## src/rtl/matrix_double_centering_macros.svh

```systemverilog
// assertion macros shared by the matrix double centering rtl
`ifndef MATRIX_DOUBLE_CENTERING_MACROS_SVH
`define MATRIX_DOUBLE_CENTERING_MACROS_SVH

// same-cycle implication, sampled on i_clk, off while i_rst_n is low
`define MDC_ASSERT_NOW(label, ante, cons, msg) \
    label: assert property (@(posedge i_clk) disable iff (!i_rst_n) (ante) |-> (cons)) \
        else $error(msg);

// next-cycle implication, sampled on i_clk, off while i_rst_n is low
`define MDC_ASSERT_NEXT(label, ante, cons, msg) \
    label: assert property (@(posedge i_clk) disable iff (!i_rst_n) (ante) |=> (cons)) \
        else $error(msg);

`endif

```

## src/rtl/mdc_pkg.sv

```systemverilog
// shared widths, depths and codes of the matrix double centering block
`default_nettype none

package mdc_pkg;

    localparam int MAX_SIZE    = 64;
    localparam int MIN_SIZE    = 3;
    localparam int IDX_W       = $clog2(MAX_SIZE);
    localparam int ADDR_W      = 2 * IDX_W;
    localparam int STORE_DEPTH = MAX_SIZE * MAX_SIZE;
    localparam int SUMS_AW     = IDX_W + 1;
    localparam int SUMS_DEPTH  = 2 * MAX_SIZE;
    localparam int SIZE_W      = 7;
    localparam int VAL_W       = 32;
    localparam int SUM_W       = VAL_W + IDX_W;
    localparam int TOT_W       = VAL_W + 2 * IDX_W;
    localparam int NSQ_W       = 2 * IDX_W + 1;
    localparam int DIVS_W      = NSQ_W + 1;
    localparam int P1_W        = NSQ_W + 1 + VAL_W;
    localparam int RC_W        = SUM_W + 1;
    localparam int P2_W        = SIZE_W + 1 + RC_W;
    localparam int NUM_W       = P2_W + 1;
    localparam int OUT_W       = 33;
    localparam int DIV_STEPS   = NUM_W / 2;
    localparam int DIV_CNT_W   = $clog2(DIV_STEPS);
    localparam int IN_DATA_W   = ((2 * IDX_W + VAL_W + 7) / 8) * 8;
    localparam int OUT_DATA_W  = ((OUT_W + 7) / 8) * 8;

    // item kinds on the slave tuser
    localparam logic CMD_LOAD = 1'b0;
    localparam logic CMD_READ = 1'b1;

    // saturation limits of the 33-bit result
    localparam logic [OUT_W-1:0] OUT_MAX = {1'b0, {(OUT_W-1){1'b1}}};
    localparam logic [OUT_W-1:0] OUT_MIN = {1'b1, {(OUT_W-1){1'b0}}};
    localparam logic [NUM_W-1:0] SAT_POS_MAG =
        {{(NUM_W-OUT_W+1){1'b0}}, {(OUT_W-1){1'b1}}};
    localparam logic [NUM_W-1:0] SAT_NEG_MAG =
        {{(NUM_W-OUT_W){1'b0}}, 1'b1, {(OUT_W-1){1'b0}}};

endpackage

`default_nettype wire

```

## src/rtl/mdc_divider.sv

```systemverilog
// unsigned radix-4 restoring divider, two quotient bits per cycle
`default_nettype none

module mdc_divider (
    input  logic                         i_clk,
    input  logic                         i_rst_n,
    input  logic                         i_start,
    input  logic [mdc_pkg::NUM_W-1:0]    i_dividend,
    input  logic [mdc_pkg::DIVS_W-1:0]   i_divisor,
    output logic                         o_busy,
    output logic                         o_done,
    output logic [mdc_pkg::NUM_W-1:0]    o_quot
);
    import mdc_pkg::*;

    logic                 r_busy;
    logic                 r_done;
    logic [DIV_CNT_W-1:0] r_cnt;
    logic [NUM_W-1:0]     r_dvd;
    logic [DIVS_W-1:0]    r_rem;
    logic [DIVS_W-1:0]    r_dvs;

    logic [DIVS_W:0]      w_t1, w_d1, w_t2, w_d2;
    logic                 w_ge1, w_ge2;
    logic [DIVS_W-1:0]    w_rem1, w_rem2;

    // two dependent shift-subtract steps
    always_comb begin
        w_t1   = {r_rem, r_dvd[NUM_W-1]};
        w_d1   = w_t1 - {1'b0, r_dvs};
        w_ge1  = (w_t1 >= {1'b0, r_dvs});
        w_rem1 = w_ge1 ? w_d1[DIVS_W-1:0] : w_t1[DIVS_W-1:0];
        w_t2   = {w_rem1, r_dvd[NUM_W-2]};
        w_d2   = w_t2 - {1'b0, r_dvs};
        w_ge2  = (w_t2 >= {1'b0, r_dvs});
        w_rem2 = w_ge2 ? w_d2[DIVS_W-1:0] : w_t2[DIVS_W-1:0];
    end

    always_ff @(posedge i_clk) begin
        if (!i_rst_n) begin
            r_busy <= 1'b0;
            r_done <= 1'b0;
            r_cnt  <= '0;
        end else begin
            r_done <= 1'b0;
            if (i_start) begin
                r_busy <= 1'b1;
                r_cnt  <= DIV_CNT_W'(DIV_STEPS - 1);
            end else if (r_busy) begin
                r_cnt <= r_cnt - 1'b1;
                if (r_cnt == '0) begin
                    r_busy <= 1'b0;
                    r_done <= 1'b1;
                end
            end
        end
    end

    // dividend shifts out at the top while quotient bits enter at the bottom
    always_ff @(posedge i_clk) begin
        if (i_start) begin
            r_dvd <= i_dividend;
            r_rem <= '0;
            r_dvs <= i_divisor;
        end else if (r_busy) begin
            r_dvd <= {r_dvd[NUM_W-3:0], w_ge1, w_ge2};
            r_rem <= w_rem2;
        end
    end

    assign o_busy = r_busy;
    assign o_done = r_done;
    assign o_quot = r_dvd;

endmodule

`default_nettype wire

```

## config.mk

```make
export PLATFORM = sky130hd
export DESIGN_NAME = mdc_divider
export DESIGN_NICKNAME = d
export VERILOG_FILES = /design/src/rtl/matrix_double_centering_macros.svh /design/src/rtl/mdc_pkg.sv /design/src/rtl/mdc_divider.sv
export SDC_FILE = /design/constraint.sdc
export NUM_CORES = 1
export LEC_CHECK = 0
export ABC_AREA = 1
export BUFFER_PORTS_ARGS = -buffer_cell sky130_fd_sc_hd__buf_4
export CORE_MARGIN = 8
export CORE_UTILIZATION = 55
export DETAILED_ROUTE_END_ITERATION = 8
export GPL_ROUTABILITY_DRIVEN = 0
export PLACE_DENSITY_LB_ADDON = 0.2
export REMOVE_ABC_BUFFERS = 1
export SYNTH_ARGS = -nofsm -noshare
export SYNTH_HDL_FRONTEND = slang
export SYNTH_SLANG_ARGS = --single-unit
```

## constraint.sdc

```tcl
create_clock -name i_clk -period 4.05 [get_ports i_clk]
set_input_delay 0 -clock i_clk [delete_from_list [all_inputs] [get_ports i_clk]]
set_output_delay 0 -clock i_clk [all_outputs]
set_load 0.05 [all_outputs]
```

==> metrics.md, run 1 <==
| Metric | Value |
|---|---|
| Switching part of the total | 44.13% |
| Clock power share | 16.4% |
| Routed Antenna Nets | 0 |
| Total power | 0.003591 W |
| Row cnt | 36 |
| CP Data Required Time | 4310 ps |
| Total track usage | 25.46% |
| CP Launch Type | flip-flop |
| Post-Syn Area | 0.005343 sq mm |
| TritonCTS clock tree | done |
| CP Max Fanout | 15 |
| Cell mode on critical path | nand2_1 |
| Post-route DRC | 0 |
| Global route total overflow | 0 |
| Synthesized flop and latch total | 83 |
| Core Area | 0.009594 sq mm |
| Vias/cell | 5.177 |
| Crit path largest cell delay | 380 ps |
| MaxCap Viol Count | 0 |
| Net Switching | 0.001585 W |
| Static Leak | 3.740 nW |
| Final Hold Vio Count | 0 |
| # port buffers | 114 |
| Unrepaired setup endpoints after global routing | no |
| Via count | 5348 |
| Largest net degree at the start of global routing | 70 |
| Vias in the first global route | 5571 |
| Fin nets | 992 |
| Die area | 0.01312 sq mm |
| Number of synthesis warnings | 0 |
| Worst-Margin Slew | 1045 ps |
| Routed wire length | 16160 microns |
| Layout cells sized above 1 | 16.56% |
| Max-slew violations | 0 |
| WHS | 240.9 ps |
| Initial antenna violation count | 0 |
| CP cell instances | inv_1 > ha_1 > nand2_1 > inv_1 > nand2_1 > nand2_1 > inv_2 > nand2_2 > nand2_2 > nand2_2 > inv_2 > nand2_1 > nand2_1 > inv_1 > ha_1 > a21oi_1 > o21ai_0 > a21oi_1 > nand3_1 > nand2_1 > buf_4 > nand4_1 > nand3_1 > nand2_1 |
| Hold Path Class | in -> reg |
| Cts bufs inserted | 9 |
| Yosys top cell area share | 34.85% |
| Clock transition at path regs | 90 ps |
| Post-DP HPWL | 10820 microns |
| Clock Skews | 12.85 ps |
| Clock buffer depth | 2 |
| Post-Layout Inst Area | 0.007111 sq mm |
| Crit-path slowest cell | edfxtp_1 |
| Final cycle utilization of the critical path | 91.87% |
| Clock sinks | 83 |
| DR pass1 iterations | 5 |
| Logic pwr share | 52.4% |
| CTS H-tree lvls | 3 |
| Outcome | complete, no violations |
| Later-pin clock latency in the skew report | 370 ps |
| Slew headroom | 30.24% |
| Chip width | 114.6 microns |
| Avg Cell Area, Syn | 7.400 sq um |
| Root Driver | clkbuf_8 |
| Seq/Total Area, Yosys | 42.72% |
| Die height | 114.6 microns |
| Syn Inst Count | 722 |
| Pwr dens | 505.0 mW/mm^2 |
| Post-CTS Setup Bufs | 0 |
| Distinct cells, synth | 34 |
| Wire per inst | 15.64 microns |
| Most common cell after layout, fill and taps aside | nand2_1 |
| FMAX | 268.8 MHz |
| Setup-failing EPs final | 0 |
| Crit end category | flip-flop |
| Starting Density | 55.69% |
| Global-route wire length before repair | 26500 microns |
| DRC marker count from the first detailed-route iteration | 468 |
| Ant diodes | 0 |
| Final setup TNS | 0 ps |
| Worst VDD drop | 330.9 uV |
| Synth area leader | edfxtp_1 |
| Placed Area | 0.006296 sq mm |
| Area Growth Syn to Fin | 33.09% |
| Most frequent cells in the layout | nand2_1, buf_4, inv_1 |
| Sequential share of power | 31.2% |
| Min Tclk post-route | 3721 ps |
| Internal power | 0.002006 W |
| Largest cells by area after synthesis | edfxtp_1, nand2_1, dfxtp_1, ha_1, inv_1 |
| Crit path DAT | 3980 ps |
| CP Class | reg -> reg |
| I/O pins | 115 |
cell usage after synthesis, drive strengths merged:
cell    count
o31ai       1
dfxtp      21
clkinv      1
a221oi      1
nor2       28
o21bai      2
clkbuf     10
inv        99
o21a        1
nor3        4
xnor2      10
nand4      20
and3        1
nand3      43
ha         30
nand3b      9
buf        10
o21ai       9
a21oi      18
nand2     331
or2         1
xor2        5
fa          2
o211ai      1
edfxtp     62
and2        2
final timing paths:
check / startpoint / end / slack, ps / cells after the start
worst max-delay path: r_dvs[6] / r_rem[1] / 330 / 24
worst min-delay path: i_start / r_dvs[9] / 240 / 1
worst max register to register: r_dvs[6] / r_rem[1] / 330 / 24
worst min register to register: r_cnt[4] / r_cnt[4] / 480 / 2
critical path, delay by kind of cell (launching register included):
family | cells | cell delay [ps]
simple gates | 13 | 1400
buf+inv | 6 | 700
fa+ha+maj | 2 | 630
compound gates | 3 | 500
flops | 1 | 380
flip-flops by register name, summed over array words and instances (netlist names):
name / count
r_cnt: 5
r_rem: 14
o_done: 1
o_busy: 1
r_dvs: 14
o_quot: 48
power by group through the flow:
| stage | combinational, W | sequential (W) | clock (W) |
|---|---|---|---|
| after floorplan | 0.00111 | 0.00133 | 0 |
| after global routing | 0.00208 | 0.00113 | 0.000623 |
| final | 0.00188 | 0.00112 | 0.000591 |
| after global placement | 0.00175 | 0.00113 | 0 |
| after detailed placement | 0.00179 | 0.00113 | 0 |
| after CTS | 0.00185 | 0.00111 | 0.000588 |
logic make-up (layout without fill, tap and decap cells):
| family | after synthesis | in the layout | share of synthesized area [%] |
|---|---|---|---|
| flip-flops | 83 | 83 | 42.72 |
| adder cells (fa/ha/maj) | 32 | 32 | 7.775 |
| AND/OR/NAND/NOR | 439 | 439 | 34.54 |
| buffers and inverters | 120 | 298 | 9.110 |
| AO/OA/AOI/OAI | 33 | 33 | 3.396 |
| XOR/XNOR | 15 | 15 | 2.459 |
layout make-up:
class / instances / area [sq um]
sequential: 83 / 2282
multi-input combinational: 519 / 2574
inverter: 100 / 380.4
fill: 696 / 2484
tap: 133 / 166.4
clock inverter: 6 / 56.30
clock buffer: 10 / 127.6
timing repair buffer: 182 / 1524
per-layer routing:
metal	vias up	GRT usage [%]	routed length, microns
li1	2637	-	-
met1	2453	28.95	6506
met2	231	43.36	7916
met3	27	8.439	1431
met4	0	9.494	306
met5	-	0	0
metrics by stage:
stage	utilization [%]	worst slack, ps	cells
after floorplan	-	308.5	702
after global placement	65.62	469.9	954
after detailed placement	65.62	384.1	954
after CTS	74.11	333.9	1033
after global routing	74.11	0.8957	1033
final	74.11	329.1	1033
timing repair:
item,4_1_cts,5_1_grt
endpoints found under the setup margin,0,1
resized for setup,0,1
endpoints found under the hold margin,69,0
hold buffers,63,0
(Power assumes the default switching activity.)
==> inputs of run 2 (changes only) <==
--- a/config.mk
+++ b/config.mk
@@ -13,6 +13,7 @@
 export GPL_ROUTABILITY_DRIVEN = 0
 export PLACE_DENSITY_LB_ADDON = 0.2
 export REMOVE_ABC_BUFFERS = 1
+export SETUP_SLACK_MARGIN = 0.4
 export SYNTH_ARGS = -nofsm -noshare
 export SYNTH_HDL_FRONTEND = slang
 export SYNTH_SLANG_ARGS = --single-unit
==> run 2 against run 1 <==
  * First-iteration DRC count grew 30%
  * Non-clock buffer count increased by 3
  * Register-to-register slack better by 190 ps
  * Sequential share of layout area is 0.92 points lower
  * Via count up 3.3%
  * Count of clock-buffer cells in the layout did not move
  * Clock power is essentially flat
  * Maximum frequency grew 5.5%
  * Global-route usage barely moved
  * Critical path depth grew 1
  * Total power is 5.8% higher
==> metrics.md, run 2 (synthesis results as in run 1) <==
| Metric | Value |
|---|---|
| Outcome | complete, no violations |
| Global route total overflow | 0 |
| DR pass1 iterations | 5 |
| Post-Layout Inst Area | 0.007320 sq mm |
| Initial antenna violation count | 0 |
| Root Driver | clkbuf_8 |
| Crit path largest cell delay | 390 ps |
| Worst Path Buf+Inv | 4 |
| FMAX | 283.6 MHz |
| DRC marker count from the first detailed-route iteration | 609 |
| Routed Antenna Nets | 0 |
| Min Tclk post-route | 3526 ps |
| Worst-Margin Slew | 1039 ps |
| Later-pin clock latency in the skew report | 370 ps |
| CTS H-tree lvls | 3 |
| Post-DP HPWL | 10820 microns |
| Clock sinks | 83 |
| Post-route DRC | 0 |
| TritonCTS clock tree | done |
| Multi-input gate area | 0.002749 sq mm |
| Crit path DAT | 3790 ps |
| Layout cells sized above 1 | 19.69% |
| CP Class | reg -> reg |
| Final Hold Vio Count | 0 |
| Crit end category | flip-flop |
| Hold Path Class | in -> reg |
| Chip width | 114.6 microns |
| Placed Area | 0.006296 sq mm |
| # port buffers | 114 |
| Fillers | 654 |
| Worst VDD drop | 329.6 uV |
| Cts bufs inserted | 9 |
| Clock transition at path regs | 90 ps |
| CP Launch Type | flip-flop |
| Most frequent cells in the layout | nand2_1, buf_4, inv_1 |
| Static Leak | 3.771 nW |
| Row cnt | 36 |
| Area occupied by registers | 0.002282 sq mm |
| Placed cells | 954 |
| Clock Skews | 16.39 ps |
| I/O pins | 115 |
| Total track usage | 25.47% |
| CP Data Required Time | 4320 ps |
| Largest net degree at the start of global routing | 70 |
| Die area | 0.01312 sq mm |
| Clock buffer depth | 2 |
| Starting Density | 55.69% |
| Cell mode on critical path | nand2_1 |
| Max reg flops | 48 |
| Unrepaired setup endpoints after global routing | no |
| Fin nets | 996 |
| Final cell count without fillers | 1037 |
| CP Max Fanout | 10 |
| Pwr dens | 519.0 mW/mm^2 |
| Ant diodes | 0 |
| Setup-failing EPs final | 0 |
| Vias in the first global route | 5575 |
| Routed wire length | 16960 microns |
| Die height | 114.6 microns |
| Area Growth Syn to Fin | 37.00% |
| Slew headroom | 30.62% |
| Global-route wire length before repair | 26520 microns |
| Wire per inst | 16.35 microns |
| Most common cell after layout, fill and taps aside | nand2_1 |
| Via count | 5525 |
| Final setup TNS | 0 ps |
| Crit-path slowest cell | edfxtp_1 |
| Max-slew violations | 0 |
| Core Area | 0.009594 sq mm |
| Delay-heaviest family, CP | simple AND/OR/NAND/NOR gates |
| Final cycle utilization of the critical path | 87.07% |
| MaxCap Viol Count | 0 |
| Vias/cell | 5.328 |
==> run 2: per-stage QoR <==
stage | utilization, % | total power [W] | setup slack, ps | hold slack [ps]
floorplan | - | 0.002434 | 308.5 | 98.87
global placement | 65.62 | 0.002877 | 469.9 | 178.7
detailed placement | 65.62 | 0.002914 | 384.1 | 179.6
CTS | 74.17 | 0.003552 | 440.8 | 227.6
global route | 76.29 | 0.004040 | 267.1 | 248.9
finish | 76.29 | 0.003799 | 523.5 | 234.6
==> run 2: area by class of cell <==
| class | instances | share of cell area, % |
|---|---|---|
| clock buffer | 10 | 1.744 |
| clock inverter | 6 | 0.7692 |
| inverter | 100 | 5.197 |
| multi-input combinational | 520 | 37.56 |
| sequential | 83 | 31.18 |
| tap | 133 | 2.274 |
| timing repair buffer | 185 | 21.28 |
==> run 2: final timing paths <==
kind / startpoint / end / slack [ps] / cells past startpoint
max: r_dvs[9] / r_rem[1] / 520 / 25
min: i_start / r_dvs[9] / 230 / 1
max reg2reg: r_dvs[9] / r_rem[1] / 520 / 25
min reg2reg: r_rem[6] / r_rem[6] / 480 / 2
==> run 2: layer usage <==
metal | GRT usage [%] | wire length, microns
met1 | 28.95 | 6687
met2 | 43.39 | 8325
met3 | 8.439 | 1524
met4 | 9.494 | 421
met5 | 0 | 0
==> run 2: where the power goes <==
group / internal, W / switching, W / leakage, nW
registers: 0.00104 / 0.0000809 / 0.801
clock network: 0.000280 / 0.000311 / 0.0951
logic: 0.000786 / 0.00130 / 2.87
total: 0.00211 / 0.00169 / 3.77
==> run 2: worst reg2reg max path: stages, from the launching register on <==
cell      delay [ps]
edfxtp_1         390
inv_2            120
ha_2             320
nand2_2          100
inv_1             40
nand2_1           60
nand2_1           60
nand2_1           60
nand2_1           80
nor2_4           200
buf_6            170
nand3b_1          80
nand2_1          100
inv_1             50
ha_2             390
nand2_1          100
nor2_2           120
nand2_1           70
nand3_1          130
nand3_1          120
nand3_1          120
nand2_2          110
nand3_2          170
nand2_1           90
nand3_1          110
nand2_1           70
==> run 2: what timing repair did <==
action	in CTS	in global routing
resized for setup	2	33
endpoints found under the setup margin	15	15
pin swaps	0	3
gates cloned	0	1
buffers inserted	0	3
hold endpoints to repair	69	0
hold buffers	63	0
